## config.mk

```make
export PLATFORM = sky130hd
export DESIGN_NAME = byte_to_7bit_packer_flat
export DESIGN_NICKNAME = d
export VERILOG_FILES = /design/src/hdl/pk7_pkg.sv /design/src/hdl/pk7_if.sv /design/src/hdl/pk7_front.sv /design/src/hdl/pk7_queue.sv /design/src/hdl/pk7_back.sv /design/src/hdl/byte_to_7bit_packer.sv /design/src/flat_wrapper.sv
export SDC_FILE = /design/constraint.sdc
export NUM_CORES = 1
export LEC_CHECK = 0
export ABC_CLOCK_PERIOD_IN_PS = 3700
export BUFFER_PORTS_ARGS = -buffer_cell sky130_fd_sc_hd__clkbuf_2
export CAP_MARGIN = 20
export CORE_MARGIN = 2
export CORE_UTILIZATION = 45
export CTS_CLUSTER_SIZE = 8
export DETAILED_ROUTE_END_ITERATION = 16
export PLACE_DENSITY_LB_ADDON = 0.3
export REMOVE_ABC_BUFFERS = 1
export SETUP_SLACK_MARGIN = 0.1
export SLEW_MARGIN = 10
export SYNTH_ARGS = -nofsm -noshare
export SYNTH_HDL_FRONTEND = slang
export SYNTH_SLANG_ARGS = --single-unit
```

## constraint.sdc

```tcl
create_clock -name clk -period 3.7 [get_ports clk]
set_input_delay 0.74 -clock clk [delete_from_list [all_inputs] [get_ports clk]]
set_output_delay 0.74 -clock clk [all_outputs]
set_load 0.01 [all_outputs]
```

## src/hdl/pk7_pkg.sv

```systemverilog
// Package for the byte to 7-bit packer.
// Holds the job record passed from the front end to the back end and shared constants.
// No dependencies.
package pk7_pkg;

    localparam int SYM_BITS    = 7;
    localparam int BYTE_BITS   = 8;
    localparam int LEFT_BITS   = 6;
    localparam int CNT_BITS    = 3;
    localparam int QUEUE_DEPTH = 2;
    localparam int QUEUE_AW    = 1;
    localparam int QUEUE_CW    = 2;

    localparam logic [CNT_BITS-1:0] MAX_LEFT = 3'd6;
    localparam logic SYM_MARK = 1'b1;

    // One classified byte: one or two 7-bit symbols and the end of message mark.
    typedef struct packed {
        logic [SYM_BITS-1:0] sym0;
        logic [SYM_BITS-1:0] sym1;
        logic                two;
        logic                eom;
    } pk7_job_t;

endpackage

```

## src/hdl/pk7_if.sv

```systemverilog
// Channel interfaces for the byte to 7-bit packer.
// Byte channel in, symbol channel out; valid/ready handshake. No dependencies.
interface pk7_in_if;
    logic       valid;
    logic       ready;
    logic [7:0] data_byte;
    logic       end_of_message;

    modport source (output valid, output data_byte, output end_of_message, input ready);
    modport sink   (input valid, input data_byte, input end_of_message, output ready);
endinterface

interface pk7_out_if;
    logic       valid;
    logic       ready;
    logic [7:0] symbol;
    logic       last_symbol;

    modport source (output valid, output symbol, output last_symbol, input ready);
    modport sink   (input valid, input symbol, input last_symbol, output ready);
endinterface

```

## src/hdl/pk7_front.sv

```systemverilog
// Front end of the byte to 7-bit packer: accepts bytes, keeps the leftover bits
// and turns each byte into a job of one or two symbols. Depends on pk7_pkg.
module pk7_front (
    input  logic              clk,
    input  logic              rst_n,
    pk7_in_if.sink            bytes,
    output logic              push_valid,
    input  logic              push_ready,
    output pk7_pkg::pk7_job_t push_job
);
    import pk7_pkg::*;

    logic [LEFT_BITS-1:0]            leftover_bits_reg, leftover_bits_next;
    logic [CNT_BITS-1:0]             leftover_count_reg, leftover_count_next;
    logic [CNT_BITS-1:0]             cnt;
    logic                            full_two;
    logic [CNT_BITS-1:0]             rem;
    logic [LEFT_BITS+BYTE_BITS-1:0]  acc;
    logic [LEFT_BITS+BYTE_BITS-1:0]  shifted;
    logic [LEFT_BITS:0]              mask;
    logic [LEFT_BITS-1:0]            left;
    logic [SYM_BITS-1:0]             pad;
    logic                            accept;

    assign bytes.ready = push_ready;
    assign push_valid  = bytes.valid;
    assign accept      = bytes.valid && push_ready;

    always_comb
    begin
        cnt      = (leftover_count_reg > MAX_LEFT) ? MAX_LEFT : leftover_count_reg;
        full_two = (cnt == MAX_LEFT);
        rem      = cnt + 3'd1;
        acc      = {leftover_bits_reg, bytes.data_byte};
        shifted  = acc >> rem;
        mask     = (7'd1 << rem) - 7'd1;
        left     = acc[LEFT_BITS-1:0] & mask[LEFT_BITS-1:0];
        pad      = SYM_BITS'({1'b0, left} << (3'd7 - rem));

        push_job.sym0 = full_two ? acc[LEFT_BITS+BYTE_BITS-1:SYM_BITS]
                                 : shifted[SYM_BITS-1:0];
        push_job.sym1 = full_two ? bytes.data_byte[SYM_BITS-1:0] : pad;
        push_job.two  = full_two || bytes.end_of_message;
        push_job.eom  = bytes.end_of_message;

        leftover_bits_next  = leftover_bits_reg;
        leftover_count_next = leftover_count_reg;
        if (accept)
        begin
            if (bytes.end_of_message || full_two)
            begin
                leftover_bits_next  = '0;
                leftover_count_next = '0;
            end
            else
            begin
                leftover_bits_next  = left;
                leftover_count_next = rem;
            end
        end
    end

    always_ff @(posedge clk or negedge rst_n)
    begin
        if (!rst_n)
        begin
            leftover_bits_reg  <= '0;
            leftover_count_reg <= '0;
        end
        else
        begin
            leftover_bits_reg  <= leftover_bits_next;
            leftover_count_reg <= leftover_count_next;
        end
    end

endmodule

```

## src/hdl/pk7_queue.sv

```systemverilog
// Two-entry job queue between the front end and the back end of the packer.
// Depends on pk7_pkg.
module pk7_queue (
    input  logic              clk,
    input  logic              rst_n,
    input  logic              push_valid,
    output logic              push_ready,
    input  pk7_pkg::pk7_job_t push_job,
    output logic              pop_valid,
    input  logic              pop_ready,
    output pk7_pkg::pk7_job_t pop_job
);
    import pk7_pkg::*;

    pk7_job_t              entry_reg [QUEUE_DEPTH];
    logic [QUEUE_AW-1:0]   wr_ptr_reg, wr_ptr_next;
    logic [QUEUE_AW-1:0]   rd_ptr_reg, rd_ptr_next;
    logic [QUEUE_CW-1:0]   count_reg, count_next;
    logic                  do_push;
    logic                  do_pop;

    assign push_ready = (count_reg != QUEUE_CW'(QUEUE_DEPTH));
    assign pop_valid  = (count_reg != '0);
    assign pop_job    = entry_reg[rd_ptr_reg];
    assign do_push    = push_valid && push_ready;
    assign do_pop     = pop_valid && pop_ready;

    always_comb
    begin
        wr_ptr_next = do_push ? wr_ptr_reg + 1'b1 : wr_ptr_reg;
        rd_ptr_next = do_pop  ? rd_ptr_reg + 1'b1 : rd_ptr_reg;
        count_next  = count_reg + QUEUE_CW'(do_push) - QUEUE_CW'(do_pop);
    end

    always_ff @(posedge clk)
    begin
        if (do_push)
        begin
            entry_reg[wr_ptr_reg] <= push_job;
        end
    end

    always_ff @(posedge clk or negedge rst_n)
    begin
        if (!rst_n)
        begin
            wr_ptr_reg <= '0;
            rd_ptr_reg <= '0;
            count_reg  <= '0;
        end
        else
        begin
            wr_ptr_reg <= wr_ptr_next;
            rd_ptr_reg <= rd_ptr_next;
            count_reg  <= count_next;
        end
    end

endmodule

```

## src/hdl/pk7_back.sv

```systemverilog
// Back end of the packer: takes jobs from the queue and sends their symbols,
// one per cycle while the receiver is ready, through an output register. Depends on pk7_pkg.
module pk7_back (
    input  logic              clk,
    input  logic              rst_n,
    input  logic              pop_valid,
    output logic              pop_ready,
    input  pk7_pkg::pk7_job_t pop_job,
    pk7_out_if.source         symbols
);
    import pk7_pkg::*;

    logic                  out_valid_reg, out_valid_next;
    logic [BYTE_BITS-1:0]  symbol_reg, symbol_next;
    logic                  last_reg, last_next;
    logic                  pend_reg, pend_next;
    logic [SYM_BITS-1:0]   pend_sym_reg, pend_sym_next;
    logic                  pend_last_reg, pend_last_next;
    logic                  load;

    assign symbols.valid       = out_valid_reg;
    assign symbols.symbol      = symbol_reg;
    assign symbols.last_symbol = last_reg;

    // The output register may take a new symbol when it is empty or being drained.
    assign load      = !out_valid_reg || symbols.ready;
    assign pop_ready = load && !pend_reg;

    always_comb
    begin
        out_valid_next = out_valid_reg;
        symbol_next    = symbol_reg;
        last_next      = last_reg;
        pend_next      = pend_reg;
        pend_sym_next  = pend_sym_reg;
        pend_last_next = pend_last_reg;
        if (load)
        begin
            if (pend_reg)
            begin
                out_valid_next = 1'b1;
                symbol_next    = {SYM_MARK, pend_sym_reg};
                last_next      = pend_last_reg;
                pend_next      = 1'b0;
            end
            else if (pop_valid)
            begin
                out_valid_next = 1'b1;
                symbol_next    = {SYM_MARK, pop_job.sym0};
                last_next      = pop_job.eom && !pop_job.two;
                pend_next      = pop_job.two;
                pend_sym_next  = pop_job.sym1;
                pend_last_next = pop_job.eom;
            end
            else
            begin
                out_valid_next = 1'b0;
            end
        end
    end

    always_ff @(posedge clk or negedge rst_n)
    begin
        if (!rst_n)
        begin
            out_valid_reg <= 1'b0;
            pend_reg      <= 1'b0;
        end
        else
        begin
            out_valid_reg <= out_valid_next;
            pend_reg      <= pend_next;
        end
    end

    always_ff @(posedge clk)
    begin
        symbol_reg    <= symbol_next;
        last_reg      <= last_next;
        pend_sym_reg  <= pend_sym_next;
        pend_last_reg <= pend_last_next;
    end

    // A pending second symbol exists only while its first symbol is on display.
    a_pend_needs_out: assert property (@(posedge clk) disable iff (!rst_n)
        pend_reg |-> out_valid_reg)
        else $error("second symbol pending with empty output register");

    // The first symbol of a two-symbol job never closes a message.
    a_pend_not_last: assert property (@(posedge clk) disable iff (!rst_n)
        pend_reg |-> !last_reg)
        else $error("last flag set ahead of a pending symbol");

    // No job is taken from the queue while a second symbol still waits.
    a_no_pop_while_pend: assert property (@(posedge clk) disable iff (!rst_n)
        pend_reg |-> !pop_ready)
        else $error("queue popped while a symbol is pending");

    // Every symbol shown carries the marker bit.
    a_marker_bit: assert property (@(posedge clk) disable iff (!rst_n)
        out_valid_reg |-> symbol_reg[BYTE_BITS-1])
        else $error("symbol shown without marker bit");

endmodule

```

## src/hdl/byte_to_7bit_packer.sv

```systemverilog
// Top level of the byte to 7-bit packer.
// Depends on pk7_pkg, pk7_if, pk7_front, pk7_queue and pk7_back.
//
// Usage:
// The block repacks a message, given as bytes on the "bytes" channel, into
// 7-bit groups sent MSB first on the "symbols" channel. Each symbol has bit 7
// set, so it lies in 128..255. A request on "bytes" carries one data byte and
// an end_of_message flag; a request on "symbols" carries one symbol and a
// last_symbol flag that marks the final symbol of the message.
// Each byte gives one or two symbols. When the message's last byte leaves
// bits over, they are left-aligned and zero-padded into a final symbol.
// Path: the first symbol of a byte is written into the job queue when the byte is
// accepted, then loaded into the output register, from which it is offered.
// Throughput: one symbol per cycle while the receiver is ready, set by the
// single output register; a byte is taken each cycle while the two-entry job
// queue has room.
// When the receiver stalls, the output register holds its symbol, the queue
// fills, and then the byte channel drops ready. Leftover bits are kept in the
// front end, so bytes keep being classified while symbols are still waiting.
// Reset clears the leftover bits, empties the queue and the output register;
// bytes are accepted as soon as reset is released.
module byte_to_7bit_packer (
    input  logic      clk,
    input  logic      rst_n,
    pk7_in_if.sink    bytes,
    pk7_out_if.source symbols
);
    import pk7_pkg::*;

    // Jobs travel from the front end into the queue.
    logic     push_valid;
    logic     push_ready;
    pk7_job_t push_job;

    // Jobs leave the queue towards the back end.
    logic     pop_valid;
    logic     pop_ready;
    pk7_job_t pop_job;

    // The front end splits each byte into its symbols and tracks leftover bits.
    pk7_front u_front (
        .clk        (clk),
        .rst_n      (rst_n),
        .bytes      (bytes),
        .push_valid (push_valid),
        .push_ready (push_ready),
        .push_job   (push_job)
    );

    // The queue lets the front end keep accepting bytes while symbols wait.
    pk7_queue u_queue (
        .clk        (clk),
        .rst_n      (rst_n),
        .push_valid (push_valid),
        .push_ready (push_ready),
        .push_job   (push_job),
        .pop_valid  (pop_valid),
        .pop_ready  (pop_ready),
        .pop_job    (pop_job)
    );

    // The back end sends one symbol per cycle while the receiver is ready, through its output register.
    pk7_back u_back (
        .clk       (clk),
        .rst_n     (rst_n),
        .pop_valid (pop_valid),
        .pop_ready (pop_ready),
        .pop_job   (pop_job),
        .symbols   (symbols)
    );

endmodule

```

## src/flat_wrapper.sv

```systemverilog
// flat-port wrapper written by rule: the top's interface ports become plain ports
module byte_to_7bit_packer_flat import pk7_pkg::*;
  (clk, rst_n, bytes_valid, bytes_data_byte, bytes_end_of_message, bytes_ready, symbols_valid, symbols_symbol, symbols_last_symbol, symbols_ready);
  pk7_in_if bytes_i ();
  pk7_out_if symbols_i ();
  input  logic clk;
  input  logic rst_n;
  input wire logic [$bits(bytes_i.valid)-1:0] bytes_valid;
  input wire logic [$bits(bytes_i.data_byte)-1:0] bytes_data_byte;
  input wire logic [$bits(bytes_i.end_of_message)-1:0] bytes_end_of_message;
  output wire logic [$bits(bytes_i.ready)-1:0] bytes_ready;
  output wire logic [$bits(symbols_i.valid)-1:0] symbols_valid;
  output wire logic [$bits(symbols_i.symbol)-1:0] symbols_symbol;
  output wire logic [$bits(symbols_i.last_symbol)-1:0] symbols_last_symbol;
  input wire logic [$bits(symbols_i.ready)-1:0] symbols_ready;
  assign bytes_i.valid = bytes_valid;
  assign bytes_i.data_byte = bytes_data_byte;
  assign bytes_i.end_of_message = bytes_end_of_message;
  assign bytes_ready = bytes_i.ready;
  assign symbols_valid = symbols_i.valid;
  assign symbols_symbol = symbols_i.symbol;
  assign symbols_last_symbol = symbols_i.last_symbol;
  assign symbols_i.ready = symbols_ready;
  byte_to_7bit_packer u_core (.clk(clk), .rst_n(rst_n), .bytes(bytes_i), .symbols(symbols_i));
endmodule
```

==> flow_summary.yaml <==
yosys:
  ys_top_cells_by_count: "48 x edfxtp_1, 33 x nand2_1, 23 x o21ai_0"
  synth-edff-count: 48
  synth-main-ff-cell: "edfxtp_1"
  syn_area_mm2: 0.00334
  synth_top_cell_by_area: "edfxtp_1"
  ys_warn_count: 0
  syn_avg_cell_area_um2: 12.3
  ys_seq_area_share_pct: 54.4
  yosys.cell_count.top_type: "edfxtp_1"
  synth_area_leaders: "edfxtp_1 43%, dfrtp_1 11%, mux4_2 6.1%"
  syn_inst: 272
  synth-async-reset-ratio_pct: 23.8
  synth_seq_cells: 63
  netlist.area_leader.share_pct: 43.2
  netlist-cell-type-count: 51
sta:
  setup-violations-final: 0
  relSlewSlack_pct: 44.6
  period_share_pct: 80.5
  finalCriticalPeriod_ps: 2980
  setup_tns_ps: 0
  fmax_mhz: 336
  finClkSkew_ps: 7.57
  worst_pin_slew_ps: 831
  slew_violations: 0
  rsz0062_at_grt: "no"
  hold_viol_final: 0
status:
  status: "completed"
power:
  p_per_area_mw_per_mm2: 915
  finalPower_mw: 3.44
  switching_share_pct: 35.6
  combPwrFrac_pct: 39.7
  cellLeakagePower_nw: 1.44
  p_seq_share_pct: 39.2
  p_int_mw: 2.22
  clockPowerShare_pct: 21.2
  ir_worst_vdd_mv: 0.365
  p_switching_mw: 1.23
global_routing:
  grt_use_met3_pct: 3.86
  grt.total_usage_pct: 17.7
  grt_pass1_wl_um: 11100
  use_met2_pct: 27.8
  grt_remaining_overflow: 0
  top_usage_layer: "met2"
  grt_max_degree: 22
  grt_pass1_vias: 2170
  grt_util_met1_pct: 22.8
  grt_antenna_before_repair: 0
die:
  die_w_um: 90.1
  pin_count: 24
  die_area_mm2: 0.00812
  rows: 31
  coreArea_mm2: 0.00721
  start_util_pct: 46.3
  die_y_um: 90.1
clocking:
  path_clk_slew_ps: 70
  cts_root_buf: "clkbuf_8"
  cts.path.max_buffers: 2
  post_cts_buffers: 0
  cts_resized: 0
  cts.sink_count: 63
  hold_buffers: 0
  htreeDepth: 3
  clock_latency_ps: 340
  cts_tree: "done"
  cts_made_buffers: 9
placed_design:
  hpwlAfterDp_um: 4710
  io_buffers: 22
  routabilityCongestion: 0.916
layout:
  drive_gt1_share_pct: 22.8
  finalNetCount: 313
  multi_input_area_mm2: 0.00142
  regArea_mm2: 0.00182
  antenna_cells: 0
  largest_reg_flops: 32
  syn_to_final_growth_pct: 12.7
  nFillCells: 649
routing:
  drtIter0Drc: 122
  wire_per_inst_um: 17.1
  dr_total_vias: 2298
  first_pass_iters: 5
  ant_nets: 0
  viasPerCell: 5.79
  drc: 0
  drt-total-wl_um: 6780
critical_path:
  worstSetupEndpointType: "flip-flop"
  cp-start-kind: "flip-flop"
  reg2reg_to: "u_core.u_queue.entry_reg[1][4]$_DFFE_PP_"
  crit_arrival_ps: 3070
  setup.worst_path.end: "u_core.u_queue.entry_reg[1][4]$_DFFE_PP_"
  rr_worst_depth: 10
  reg2reg_slack_ps: 720
  crit_type: "reg -> reg"
  startpoint: "u_core.u_front.leftover_count_reg[1]$_DFFE_PN0P_"
  critical_path.max_fanout: 12
  crit_required_ps: 3790
  rr_startpoint: "u_core.u_front.leftover_count_reg[1]$_DFFE_PN0P_"
worst_hold_path:
  worstHoldPathType: "in -> async"
run:
  max_cap_violations: 0
==> power groups by stage <==
stage / clock network, mW / registers, mW / logic (mW)
2_1_floorplan: 0 / 1.35 / 0.976
3_3_place_gp: 0 / 1.35 / 1.35
3_5_place_dp: 0 / 1.36 / 1.36
4_1_cts: 0.745 / 1.35 / 1.36
5_1_grt: 0.779 / 1.38 / 1.51
6_report: 0.729 / 1.35 / 1.37
==> metal layers <==
metal / up-vias / share of wire (%) / wire (µm)
li1: 1066 / - / -
met3: 17 / 6.8 / 461
met4: 0 / 2.6 / 176
met1: 1111 / 42 / 2820
met2: 104 / 49 / 3320
met5: - / 0 / 0
==> cells in the final DEF (no fill, tap or decap), drive strengths merged, types with 3 or more instances in the layout <==
| cell type | netlist | layout |
|---|---|---|
| a211oi | 3 | 3 |
| a21boi | 3 | 3 |
| a21oi | 7 | 7 |
| a22o | 6 | 6 |
| a31oi | 3 | 3 |
| and2 | 3 | 3 |
| buf | 9 | 5 |
| bufinv | 0 | 3 |
| clkbuf | 8 | 31 |
| dfrtp | 15 | 15 |
| edfxtp | 48 | 48 |
| ha | 7 | 7 |
| inv | 3 | 4 |
| mux2 | 10 | 10 |
| mux2i | 9 | 9 |
| mux4 | 11 | 11 |
| nand2 | 33 | 33 |
| nand2b | 8 | 8 |
| nand3 | 10 | 10 |
| nor2 | 17 | 17 |
| nor2b | 3 | 3 |
| nor3 | 4 | 4 |
| o21ai | 23 | 23 |
| xnor2 | 4 | 4 |
| xor2 | 3 | 3 |
==> kinds of logic after synthesis <==
family	Yosys count	synth area share [%]
AND/OR/NAND/NOR	85	11.8
AO/OA/AOI/OAI	59	11.9
multiplexers	30	13.7
adder cells (fa/ha/maj)	7	2.62
other	1	0.112
XOR/XNOR	7	2.29
flip-flops	63	54.4
buffers and inverters	20	3.15
==> area by class of cell <==
cell class	count	share of cell area (%)
Clock buffer	9	3.29
Tap cell	99	3.29
Inverter	3	0.366
Multi-Input combinational cell	189	37.6
Sequential cell	63	48.3
Clock inverter	7	3.19
Timing Repair Buffer	27	3.92
==> worst min path at each step <==
| stage | startpoint | to | slack [ps] | cells past startpoint |
|---|---|---|---|---|
| after floorplan | rst_n | u_core.u_back.pend_reg$_DFFE_PN0N_ | 440 | 0 |
| after global placement | u_core.u_queue.wr_ptr_reg$_DFFE_PN0P_ | u_core.u_queue.wr_ptr_reg$_DFFE_PN0P_ | 480 | 1 |
| after detailed placement | u_core.u_queue.wr_ptr_reg$_DFFE_PN0P_ | u_core.u_queue.wr_ptr_reg$_DFFE_PN0P_ | 490 | 1 |
| after CTS | rst_n | u_core.u_front.leftover_bits_reg[5]$_DFFE_PN0P_ | 320 | 1 |
| after global routing | rst_n | u_core.u_front.leftover_bits_reg[1]$_DFFE_PN0P_ | 340 | 1 |
| final | rst_n | u_core.u_front.leftover_bits_reg[1]$_DFFE_PN0P_ | 320 | 1 |
==> worst max-delay path, stage by stage, from the launching register on <==
cell	delay, ps
dfrtp_1	610
a21boi_4	100
ha_1	260
xnor2_2	390
nand2_1	170
ha_1	290
nand2b_1	130
mux2i_1	100
mux2_2	300
a22o_1	200
a22o_1	190
==> metrics by stage <==
| stage | setup slack, ps | hold slack (ps) | cell area (µm²) | utilization [%] | cells |
|---|---|---|---|---|---|
| finish | 723 | 319 | 3760 | 52.2 | 397 |
| global route | 538 | 336 | 3760 | 52.2 | 397 |
| CTS | 756 | 316 | 3760 | 52.2 | 397 |
| detailed placement | 747 | 485 | 3520 | 48.8 | 381 |
| global placement | 870 | 479 | 3520 | 48.8 | 381 |
| floorplan | 491 | 444 | 3250 | - | 255 |
(Power assumes the default switching activity.)
